<file path="config.mk">
export PLATFORM = sky130hd
export DESIGN_NAME = free_id_pool_allocator
export DESIGN_NICKNAME = d
export VERILOG_FILES = /design/src/rtl/core/fipa_pkg.sv /design/src/rtl/core/fipa_ring.sv /design/src/rtl/core/fipa_bitmap.sv /design/src/rtl/core/free_id_pool_allocator.sv
export SDC_FILE = /design/constraint.sdc
export NUM_CORES = 2
export LEC_CHECK = 0
export BUFFER_PORTS_ARGS = -buffer_cell sky130_fd_sc_hd__buf_2
export CAP_MARGIN = 30
export CORE_ASPECT_RATIO = 1.2
export CORE_UTILIZATION = 62
export CTS_CLUSTER_DIAMETER = 60
export DETAILED_ROUTE_END_ITERATION = 6
export GPL_TIMING_DRIVEN = 1
export PLACE_DENSITY = 0.78
export SKIP_LAST_GASP = 1
export SLEW_MARGIN = 20
export SYNTH_ARGS = -nofsm -noshare
export SYNTH_HDL_FRONTEND = slang
export SYNTH_SLANG_ARGS = --single-unit
</file>
<file path="constraint.sdc">
create_clock -name clk -period 17.59 [get_ports clk]
set_input_delay 2.6385 -clock clk [delete_from_list [all_inputs] [get_ports clk]]
set_output_delay 2.6385 -clock clk [all_outputs]
set_load 0.02 [all_outputs]
</file>
<file path="src/rtl/core/fipa_pkg.sv">
`default_nettype none
// ----------------------------------------------------------------------------
// fipa_pkg
// Shared types and constants of the free identifier pool allocator: beat
// payloads, command codes, controller states and the bitmap write group.
// ----------------------------------------------------------------------------
package fipa_pkg;

  localparam int ID_W  = 8;
  localparam int CNT_W = 9;
  localparam int ID_SPACE = 1 << ID_W;

  typedef logic [1:0] fipa_cmd_t;

  localparam fipa_cmd_t CMD_ALLOC   = 2'd0;
  localparam fipa_cmd_t CMD_RELEASE = 2'd1;
  localparam fipa_cmd_t CMD_REINIT  = 2'd2;

  typedef struct packed {
    fipa_cmd_t         command;
    logic [ID_W-1:0]   id_in;
  } fipa_in_t;

  typedef struct packed {
    logic              alloc_valid;
    logic [ID_W-1:0]   alloc_id;
    logic              release_accepted;
    logic [CNT_W-1:0]  free_left;
  } fipa_out_t;

  typedef struct packed {
    logic              wr_en;
    logic [ID_W-1:0]   wr_id;
    logic              wr_bit;
  } fipa_bm_ctrl_t;

  typedef enum logic [2:0] {
    ST_IDLE,
    ST_ALLOC_RD,
    ST_REL_CHK,
    ST_INIT,
    ST_WIPE
  } fipa_state_t;

endpackage : fipa_pkg
`default_nettype wire

</file>
<file path="src/rtl/core/fipa_ring.sv">
`default_nettype none
// ----------------------------------------------------------------------------
// fipa_ring
// Identifier queue storage: one write port and one read port, with the read
// data registered. Contents are undefined until written.
// ----------------------------------------------------------------------------
module fipa_ring #(
  parameter int DEPTH = 256,
  localparam int AW = (DEPTH > 1) ? $clog2(DEPTH) : 1
) (
  input  wire logic                    clk,
  input  wire logic                    we,
  input  wire logic [AW-1:0]           waddr,
  input  wire logic [fipa_pkg::ID_W-1:0] wdata,
  input  wire logic                    re,
  input  wire logic [AW-1:0]           raddr,
  output logic [fipa_pkg::ID_W-1:0]    rdata
);
  import fipa_pkg::*;

  logic [ID_W-1:0] ring_mem [DEPTH];
  logic [ID_W-1:0] rd_data_r;

  // Write the queued identifier
  always_ff @(posedge clk) begin
    if (we) begin
      ring_mem[waddr] <= wdata;
    end
  end

  // Register the read data
  always_ff @(posedge clk) begin
    if (re) begin
      rd_data_r <= ring_mem[raddr];
    end
  end

  assign rdata = rd_data_r;

endmodule : fipa_ring
`default_nettype wire

</file>
<file path="src/rtl/core/fipa_bitmap.sv">
`default_nettype none
// ----------------------------------------------------------------------------
// fipa_bitmap
// Presence bitmap: one flag per identifier, set while that identifier sits
// in the pool. One write port and one registered read port; contents are
// not reset, the controller sweeps every flag after reset and on reinitialize.
// ----------------------------------------------------------------------------
module fipa_bitmap (
  input  wire logic                      clk,
  input  wire fipa_pkg::fipa_bm_ctrl_t   ctrl,
  input  wire logic                      rd_en,
  input  wire logic [fipa_pkg::ID_W-1:0] rd_id,
  output logic                           rd_hit
);
  import fipa_pkg::*;

  logic present_mem [ID_SPACE];
  logic rd_hit_r;

  // Write one flag
  always_ff @(posedge clk) begin
    if (ctrl.wr_en) begin
      present_mem[ctrl.wr_id] <= ctrl.wr_bit;
    end
  end

  // Register the looked-up flag
  always_ff @(posedge clk) begin
    if (rd_en) begin
      rd_hit_r <= present_mem[rd_id];
    end
  end

  assign rd_hit = rd_hit_r;

endmodule : fipa_bitmap
`default_nettype wire

</file>
<file path="src/rtl/core/free_id_pool_allocator.sv">
`default_nettype none
// ----------------------------------------------------------------------------
// free_id_pool_allocator
// Pool of free identifiers handed out in first-in, first-out order.
// ----------------------------------------------------------------------------
// Usage:
//   Input beats (in_data) carry a command: allocate, release id_in, or
//   reinitialize. Each input beat yields exactly one output beat (out_data)
//   with the allocated identifier, the release outcome and the free count.
//   cfg_we/cfg_wdata set pool_size, the count loaded by reinitialize; write
//   it only while the block is idle.
//   Unused codes and allocate from an empty pool register the output beat
//   at accept; allocate and release first pass ALLOC_RD or REL_CHK for the
//   registered reads of the identifier ring and the presence bitmap;
//   reinitialize passes INIT, which sweeps all 256 bitmap flags one a
//   cycle and fills the ring with the first n = min(pool_size, MAX_IDS, 256).
//   One item is in flight at a time; the next beat is accepted at the
//   earliest in the cycle in which the previous result is taken.
//   Reset empties the pool (pointers and count cleared) and sets pool_size
//   to 256, then a sweep of all 256 flags clears the bitmap with in_ready low.
//   A stalled receiver holds the output register, and in_ready stays low
//   until that beat is taken.
// ----------------------------------------------------------------------------
module free_id_pool_allocator #(
  parameter int MAX_IDS = 256
) (
  input  wire logic                        clk,
  input  wire logic                        rst_n,
  input  wire logic                        in_valid,
  output logic                             in_ready,
  input  wire fipa_pkg::fipa_in_t          in_data,
  output logic                             out_valid,
  input  wire logic                        out_ready,
  output fipa_pkg::fipa_out_t              out_data,
  input  wire logic                        cfg_we,
  input  wire logic [fipa_pkg::CNT_W-1:0]  cfg_wdata
);
  import fipa_pkg::*;

  localparam int PTR_W = (MAX_IDS > 1) ? $clog2(MAX_IDS) : 1;
  localparam int CAP   = (MAX_IDS < ID_SPACE) ? MAX_IDS : ID_SPACE;
  localparam logic [CNT_W-1:0] CAP_CNT    = CNT_W'(CAP);
  localparam logic [PTR_W-1:0] PTR_LAST   = PTR_W'(MAX_IDS - 1);
  localparam logic [ID_W-1:0]  SWEEP_LAST = ID_W'(ID_SPACE - 1);

  fipa_state_t        state_r, state_nxt;
  logic [PTR_W-1:0]   head_r, head_nxt;
  logic [PTR_W-1:0]   tail_r, tail_nxt;
  logic [CNT_W-1:0]   count_r, count_nxt;
  logic [CNT_W-1:0]   init_n_r, init_n_nxt;
  logic [ID_W-1:0]    sweep_r, sweep_nxt;
  logic [ID_W-1:0]    rel_id_r, rel_id_nxt;
  logic [CNT_W-1:0]   pool_size_r;
  logic               out_valid_r, out_valid_nxt;
  fipa_out_t          out_data_r, out_data_nxt;

  logic               in_fire;
  logic [CNT_W-1:0]   load_n;
  logic [CNT_W-1:0]   count_inc;
  logic               rel_ok;
  logic               fill;
  logic               sweep_done;
  logic [PTR_W-1:0]   head_adv, tail_adv;

  logic               ring_we, ring_re;
  logic [PTR_W-1:0]   ring_waddr;
  logic [ID_W-1:0]    ring_wdata;
  logic [ID_W-1:0]    ring_rdata;

  fipa_bm_ctrl_t      bm_ctrl;
  logic               bm_re;
  logic               bm_hit;

  fipa_ring #(
    .DEPTH (MAX_IDS)
  ) u_ring (
    .clk   (clk),
    .we    (ring_we),
    .waddr (ring_waddr),
    .wdata (ring_wdata),
    .re    (ring_re),
    .raddr (head_r),
    .rdata (ring_rdata)
  );

  fipa_bitmap u_bitmap (
    .clk    (clk),
    .ctrl   (bm_ctrl),
    .rd_en  (bm_re),
    .rd_id  (in_data.id_in),
    .rd_hit (bm_hit)
  );

  // Handshake and shared terms
  assign in_ready   = (state_r == ST_IDLE) && (!out_valid_r || out_ready);
  assign in_fire    = in_valid && in_ready;
  assign load_n     = (pool_size_r > CAP_CNT) ? CAP_CNT : pool_size_r;
  assign count_inc  = count_r + CNT_W'(1);
  assign rel_ok     = !bm_hit && (count_r < CAP_CNT);
  assign fill       = CNT_W'(sweep_r) < init_n_r;
  assign sweep_done = (sweep_r == SWEEP_LAST);
  assign head_adv   = (head_r == PTR_LAST) ? '0 : head_r + PTR_W'(1);
  assign tail_adv   = (tail_r == PTR_LAST) ? '0 : tail_r + PTR_W'(1);

  // Next state
  always_comb begin
    state_nxt = state_r;
    case (state_r)
      ST_IDLE: begin
        if (in_fire) begin
          if ((in_data.command == CMD_ALLOC) && (count_r != '0)) begin
            state_nxt = ST_ALLOC_RD;
          end else if (in_data.command == CMD_RELEASE) begin
            state_nxt = ST_REL_CHK;
          end else if (in_data.command == CMD_REINIT) begin
            state_nxt = ST_INIT;
          end
        end
      end
      ST_ALLOC_RD: begin
        state_nxt = ST_IDLE;
      end
      ST_REL_CHK: begin
        state_nxt = ST_IDLE;
      end
      ST_INIT, ST_WIPE: begin
        if (sweep_done) begin
          state_nxt = ST_IDLE;
        end
      end
      default: begin
        state_nxt = ST_IDLE;
      end
    endcase
  end

  // Datapath and result. Ring and bitmap writes of an item land at its last
  // edge and the next item reads at a later accept edge, so one item at a
  // time serves as the interlock on both memories.
  always_comb begin
    head_nxt      = head_r;
    tail_nxt      = tail_r;
    count_nxt     = count_r;
    init_n_nxt    = init_n_r;
    sweep_nxt     = sweep_r;
    rel_id_nxt    = rel_id_r;
    out_valid_nxt = out_valid_r && !out_ready;
    out_data_nxt  = out_data_r;
    ring_we       = 1'b0;
    ring_re       = 1'b0;
    ring_waddr    = tail_r;
    ring_wdata    = rel_id_r;
    bm_ctrl       = '0;
    bm_re         = 1'b0;
    case (state_r)
      ST_IDLE: begin
        if (in_fire) begin
          out_data_nxt = '0;
          case (in_data.command)
            CMD_ALLOC: begin
              if (count_r != '0) begin
                ring_re   = 1'b1;
                head_nxt  = head_adv;
                count_nxt = count_r - CNT_W'(1);
              end else begin
                out_valid_nxt = 1'b1;
              end
            end
            CMD_RELEASE: begin
              // Look up the presence flag, decide next cycle
              bm_re      = 1'b1;
              rel_id_nxt = in_data.id_in;
            end
            CMD_REINIT: begin
              head_nxt   = '0;
              tail_nxt   = '0;
              count_nxt  = '0;
              init_n_nxt = load_n;
              sweep_nxt  = '0;
            end
            default: begin
              out_valid_nxt          = 1'b1;
              out_data_nxt.free_left = count_r;
            end
          endcase
        end
      end
      ST_ALLOC_RD: begin
        out_valid_nxt          = 1'b1;
        out_data_nxt           = '0;
        out_data_nxt.alloc_valid = 1'b1;
        out_data_nxt.alloc_id  = ring_rdata;
        out_data_nxt.free_left = count_r;
        bm_ctrl.wr_en          = 1'b1;
        bm_ctrl.wr_id          = ring_rdata;
        bm_ctrl.wr_bit         = 1'b0;
      end
      ST_REL_CHK: begin
        out_valid_nxt                 = 1'b1;
        out_data_nxt                  = '0;
        out_data_nxt.release_accepted = rel_ok;
        out_data_nxt.free_left        = count_r;
        if (rel_ok) begin
          ring_we                = 1'b1;
          tail_nxt               = tail_adv;
          count_nxt              = count_inc;
          bm_ctrl.wr_en          = 1'b1;
          bm_ctrl.wr_id          = rel_id_r;
          bm_ctrl.wr_bit         = 1'b1;
          out_data_nxt.free_left = count_inc;
        end
      end
      ST_INIT, ST_WIPE: begin
        // Rewrite one flag a cycle; queue identifiers below the load count
        bm_ctrl.wr_en  = 1'b1;
        bm_ctrl.wr_id  = sweep_r;
        bm_ctrl.wr_bit = fill;
        sweep_nxt      = sweep_r + ID_W'(1);
        if (fill) begin
          ring_we    = 1'b1;
          ring_wdata = sweep_r;
          tail_nxt   = tail_adv;
          count_nxt  = count_inc;
        end
        if ((state_r == ST_INIT) && sweep_done) begin
          out_valid_nxt          = 1'b1;
          out_data_nxt           = '0;
          out_data_nxt.free_left = fill ? count_inc : count_r;
        end
      end
      default: begin
        out_valid_nxt = out_valid_r && !out_ready;
      end
    endcase
  end

  // Control registers
  always_ff @(posedge clk) begin
    if (!rst_n) begin
      state_r     <= ST_WIPE;
      head_r      <= '0;
      tail_r      <= '0;
      count_r     <= '0;
      init_n_r    <= '0;
      sweep_r     <= '0;
      rel_id_r    <= '0;
      out_valid_r <= 1'b0;
      pool_size_r <= CNT_W'(ID_SPACE);
    end else begin
      state_r     <= state_nxt;
      head_r      <= head_nxt;
      tail_r      <= tail_nxt;
      count_r     <= count_nxt;
      init_n_r    <= init_n_nxt;
      sweep_r     <= sweep_nxt;
      rel_id_r    <= rel_id_nxt;
      out_valid_r <= out_valid_nxt;
      if (cfg_we) begin
        pool_size_r <= cfg_wdata;
      end
    end
  end

  // Hold the output beat
  always_ff @(posedge clk) begin
    out_data_r <= out_data_nxt;
  end

  assign out_valid = out_valid_r;
  assign out_data  = out_data_r;

`ifndef SYNTHESIS
  a_count_cap: assert property (@(posedge clk) disable iff (!rst_n)
    count_r <= CAP_CNT)
    else $error("free count above pool capacity");

  a_ready_idle: assert property (@(posedge clk) disable iff (!rst_n)
    in_ready |-> (state_r == ST_IDLE))
    else $error("input taken while an item is in flight");

  a_sweep_no_out: assert property (@(posedge clk) disable iff (!rst_n)
    ((state_r == ST_INIT) || (state_r == ST_WIPE)) |-> !out_valid_r)
    else $error("output beat pending during bitmap sweep");

  a_alloc_read: assert property (@(posedge clk) disable iff (!rst_n)
    (in_fire && (in_data.command == CMD_ALLOC) && (count_r != '0))
      |=> ((state_r == ST_ALLOC_RD) && !out_valid_r))
    else $error("allocate read not followed by data cycle");

  a_alloc_result: assert property (@(posedge clk) disable iff (!rst_n)
    (state_r == ST_ALLOC_RD) |=> (out_valid_r && out_data_r.alloc_valid))
    else $error("allocate result missing");

  a_rel_result: assert property (@(posedge clk) disable iff (!rst_n)
    (state_r == ST_REL_CHK) |=> out_valid_r)
    else $error("release result missing");
`endif

endmodule : free_id_pool_allocator
`default_nettype wire
</file>
* After elaboration in Yosys (flattened, before gate mapping)
Memories as Yosys holds them, arrays and structs flattened. A register that Yosys moved wholly into a read port is not among the register bits. Cells that the tools add are included.
Storage, ports and cells: register bits after elaboration 82, memory bits (writable) 2304, output and inout port bits 21, word-level logic and storage cells 121, memories 2
Memory list:
- u_ring.ring_mem | words 256, width 8, read ports 1, clocked after Yosys merged registers in 1, wr ports 1, RTL line fipa_ring.sv:21 | logic [ID_W-1:0] ring_mem [DEPTH];
- u_bitmap.present_mem | words 256, width 1, read ports 1, clocked after Yosys merged registers in 1, wr ports 1, RTL line fipa_bitmap.sv:17 | logic present_mem [ID_SPACE];
Operators by class: add/subtract/negate cells 5, magnitude comparators 3, equal/unequal tests 19, mux-type cells 50, reductions and logical operators 29
Operator list (number):
- 19-bit case mux with 4 select lines | 1
- 8-bit 2-to-1 mux | 9
- 9-bit 2-to-1 mux | 6
- 19-bit 2-to-1 mux | 2
- 8-bit case mux with 2 select lines | 2
- 10-bit case mux with 3 select lines | 1
- 9-bit case mux with 3 select lines | 1
- 8-bit by 1-bit adder with 8-bit output (second input constant) | 3
- 8-bit equality test (second input constant) | 3
- 8-bit case mux with 3 select lines | 1
- 9-bit case mux with 2 select lines | 1
- 1-bit 2-to-1 mux | 16
- 3-bit 2-to-1 mux | 5
- 3-bit AND reduction | 5
- 10-bit 2-to-1 mux | 1
- 2-bit inequality test (second input constant) | 5
- 9-bit by 1-bit adder with 9-bit output (second input constant) | 1
- 9-bit > comparator (second input constant) | 1
- 8-bit by 9-bit < comparator with 1-bit output | 1
- 9-bit < comparator (second input constant) | 1
- 9-bit nonzero test | 1
- 9-bit by 1-bit subtractor with 9-bit output (second input constant) | 1
- 4-bit AND reduction | 2
- 3-bit by 2-bit equality test with 1-bit output (second input constant) | 2
- 22 further kinds | 34

* Longest topological paths before layout
depth in word-level cells 6, gate-level depth with buffers 12, mapped depth without buffers 10

* By module
A second synthesis with hierarchy kept.
Unflattened totals: cell total of the unflattened synthesis 5057, area total of the unflattened synthesis 95455.3 µm²
By module, submodules not included:
- fipa_ring | times used 1, cells each 3733, area an instance 79636.4 µm², sequential area each 61739.2 µm²
- fipa_bitmap | times used 1, cells each 788, area an instance 11138.2 µm², sequential area each 7717.4 µm²
- free_id_pool_allocator | times used 1, cells each 536, area an instance 4680.7 µm², sequential area each 1831.8 µm²

* Worst setup path before layout
OpenSTA, ideal clock, no wires.
path type reg-to-reg, from register state_r[1], to memory u_ring.ring_mem[0][6], data pin, setup time 2.187 ns, data arrival time 11.422 ns, setup slack 3.981 ns, cell stages (with the launch flop) 9, path buffers 4, clock period less this slack 13.609 ns, path through dfxtp_1 buf_4 nor2b_1 buf_2 a22o_1 buf_4 o211ai_1 buf_2 o21ai_0
Between the ends: word-level cells in the longest chain between the ends 3, elaborated cells between the ends (all ways) 4, those cells by class eq/ne: 2; mux: 1; reduce/logical: 1
Ends and longest elaborated chain:
- from (decl) | RTL line free_id_pool_allocator.sv:46 | fipa_state_t state_r, state_nxt;
- from (signal assigned) | RTL line free_id_pool_allocator.sv:250 | state_r <= state_nxt;
- 3-bit by 2-bit equality test with 1-bit output / 3-bit equality test (equally long branches) | RTL line free_id_pool_allocator.sv:155 | case (state_r)
- 2-bit OR reduction (*) | RTL line free_id_pool_allocator.sv:155
- 8-bit 2-to-1 mux (*) | RTL line free_id_pool_allocator.sv:155
- net ring_wdata[6] | RTL line free_id_pool_allocator.sv:67 | logic [ID_W-1:0] ring_wdata;
- to (decl) | RTL line fipa_ring.sv:21
Mark *: on every way through the listed nets, which the timed path passes. The rest lies on a longest branch.

* Worst setup path in the final report
from input port out_ready, to output port in_ready
Between the ends: word-level cells in the longest chain between the ends 2
Ends and longest elaborated chain:
- from (decl) | RTL line free_id_pool_allocator.sv:33 | input wire logic out_ready,
- 1-bit logical OR | RTL line free_id_pool_allocator.sv:95 | assign in_ready = (state_r == ST_IDLE) && (!out_valid_r || out_ready);
- 1-bit logical AND | RTL line free_id_pool_allocator.sv:95
- to (decl) | RTL line free_id_pool_allocator.sv:30 | output logic in_ready,
No other way between the ends.

==> results.cfg <==
[grt]
antenna_found_initial = 4
grt_max_degree = 229
grt_overflow = 0
grt_first_pass_wirelength_mm = 351
grt_pass1_vias = 51500
track_usage = 0.315

[pwr]
finalPower_w = 0.0111
power_density_nw_per_um2 = 106
peakVddDrop_v = 0.000107
leakage_nw = 29.5

[synth]
netlist.area_leader.share = 0.732
yosysSeqAreaShare = 0.745
synth_edf_count = 2332
syn_area_per_cell_sq_um = 18.5
syn_area_sq_um = 95600
synth_seq_cells = 2395
syn-num-nets = 5213
yosysTopAreaCell = edfxtp_1
synth_flop_cell = edfxtp_1
synthArstFlopShare = 0
ys_top_cells_by_area = edfxtp_1 73%, mux4_2 11%, mux2i_1 3.1%, nor2_1 2.4%, dfxtp_1 1.3%
yosysWarnings = 0
yosysMostFrequentCell = edfxtp_1
syn_inst = 5169
synthDistinctLibCells = 76
ys_top_cells_by_count = 2,332 x edfxtp_1, 614 x nor2_1, 453 x mux4_2

[clock_network]
cts_hold_buf = 0
worstSkewPairLatency_ns = 0.88
cts.htree.levels = 4
cts_sinks = 2395
numCtsBuffers = 217
post-cts-setup-buffers = 0
clk_pin_slew_ns = 0.06
cts_tree = built
cts-resized-gates = 0
clockRootBuffer = clkbuf_16
max-clock-path-buffers = 3

[setup_path]
path_cells = buf_2, nor2b_1, nor4_1, buf_2
crit_top_cell = buf_2
cp.buffers_inverters = 2
critPathRequiredTime_ns = 14.95
crit_path_start_kind = input pin
critPathTopFamily = buffers and inverters
crit_slowest_cell = buf_2
max_stage_delay_ns = 0.21
crit_fanout = 2
end_kind = output port
crit_arrival_ns = 3.15
crit_type = in -> out

[timing]
slew_headroom = 0.112
tns_ns = 0
setup_viol = 0
drv_slew = 0
finalHoldViolations = 0
max_freq_ghz = 0.173
fin_crit_sh = 0.329
worstMarginPinSlew_ns = 1.33
fin_crit_ns = 5.78
skew_ns = 0.0572
rsz0062_at_grt = no

[drt]
routed_via_density = 7.06
antenna_left = 0
dr.pass1.iters = 6
routed_wirelength_mm = 245
drt_iter0_markers = 8084
vias = 52100
wl_per_cell_um = 33.1
drc = 0

[floorplanning]
chipHeight_um = 432
die_area_sq_um = 156000
core_area_sq_um = 153000
die_w_um = 361
io_pins = 45
initial_core_util = 0.626
rows = 157

[finish]
post-route-util = 0.685
nets = 5262
fillers = 9205
layout-drive-gt1-share = 0.178
area_growth_pct = 9.50

[run]
max-cap-violations = 0

[place]
io_buffers = 44
hpwl_mm = 144
globalplace.congestion = 0.927

[min_path]
min_path_type = reg -> reg

[status]
run_status = completed
-- final cells by class --
class	count	area, sq um	area share
Antenna cell	6	15.0	0.000143
Clock buffer	282	5840	0.0558
Tap cell	1987	2490	0.0237
Clock inverter	109	960	0.00916
Timing Repair Buffer	151	1350	0.0129
Inverter	27	110	0.00105
Sequential cell	2395	71300	0.681
Multi-Input combinational cell	2426	22600	0.216
-- metrics by stage --
stage	setup WS (ns)	hold WS, ns	instance area, sq um	std cells
detailed placement	11.73	0.470	97500	6968
finish	11.81	0.482	105000	7383
floorplan	3.98	0.444	95600	5169
CTS	11.81	0.480	104000	7359
global placement	11.77	0.460	97400	6960
global route	11.67	0.513	105000	7378
-- worst paths after layout --
path,from,end,slack (ns),cells after the start
max,out_ready,in_ready,11.81,4
min,init_n_r[8]$_SDFFE_PN0P_,init_n_r[8]$_SDFFE_PN0P_,0.48,2
max reg2reg,head_r[1]$_SDFFE_PN0P_,u_ring.rdata[7]$_DFFE_PP_,12.00,9
min reg2reg,init_n_r[8]$_SDFFE_PN0P_,init_n_r[8]$_SDFFE_PN0P_,0.48,2
-- sequential cells by signal, indices dropped and copies added (netlist names) --
name	count
u_ring.ring_mem	2048
u_bitmap.present_mem	256
out_data	19
count_r	9
init_n_r	9
pool_size_r	9
head_r	8
rel_id_r	8
ring_waddr	8
sweep_r	8
u_ring.rdata	8
state_r	3
out_valid	1
u_bitmap.rd_hit	1
-- cells in the final DEF (no fill, tap or decap), types with 81 or more instances in the layout --
master	n
a22oi_1	89
nor2_1	612
buf_4	82
o21ai_0	89
edfxtp_1	2332
nand2_1	176
a221oi_1	81
clkbuf_16	222
mux2i_1	293
a21oi_1	109
mux4_2	453
-- worst register-to-register path: cells and delay by family, from the launching register on --
kind                   cells  cell delay (ns)
flip-flops                 1             0.59
AND/OR/NAND/NOR            4             2.35
AO/OA/AOI/OAI              2             0.55
buffers and inverters      3             1.81
-- report_power, final --
| group | switching, W | internal (W) |
|---|---|---|
| combinational | 0.000167 | 0.0000582 |
| clock | 0.00205 | 0.00255 |
| sequential | 0.0000106 | 0.00624 |
-- metal layers --
layer	vias up	wire, um	GRT usage
met5	-	113	0.00498
met4	2	16200	0.188
met3	767	27600	0.0751
met2	3817	118000	0.502
met1	26500	82400	0.397
li1	21000	-	-
-- cell families (layout without fill, tap and decap cells) --
group | after synthesis | in the layout | share of synthesized area
flops | 2395 | 2395 | 0.745
simple gates | 1039 | 1039 | 0.0469
mux | 781 | 781 | 0.143
compound gates | 578 | 578 | 0.0420
buf+inv | 348 | 569 | 0.0196
fa+ha+maj | 20 | 20 | 0.00262
xor+xnor | 8 | 8 | 0.000733
other cells | 0 | 6 | 0
(Power assumes the default switching activity.)
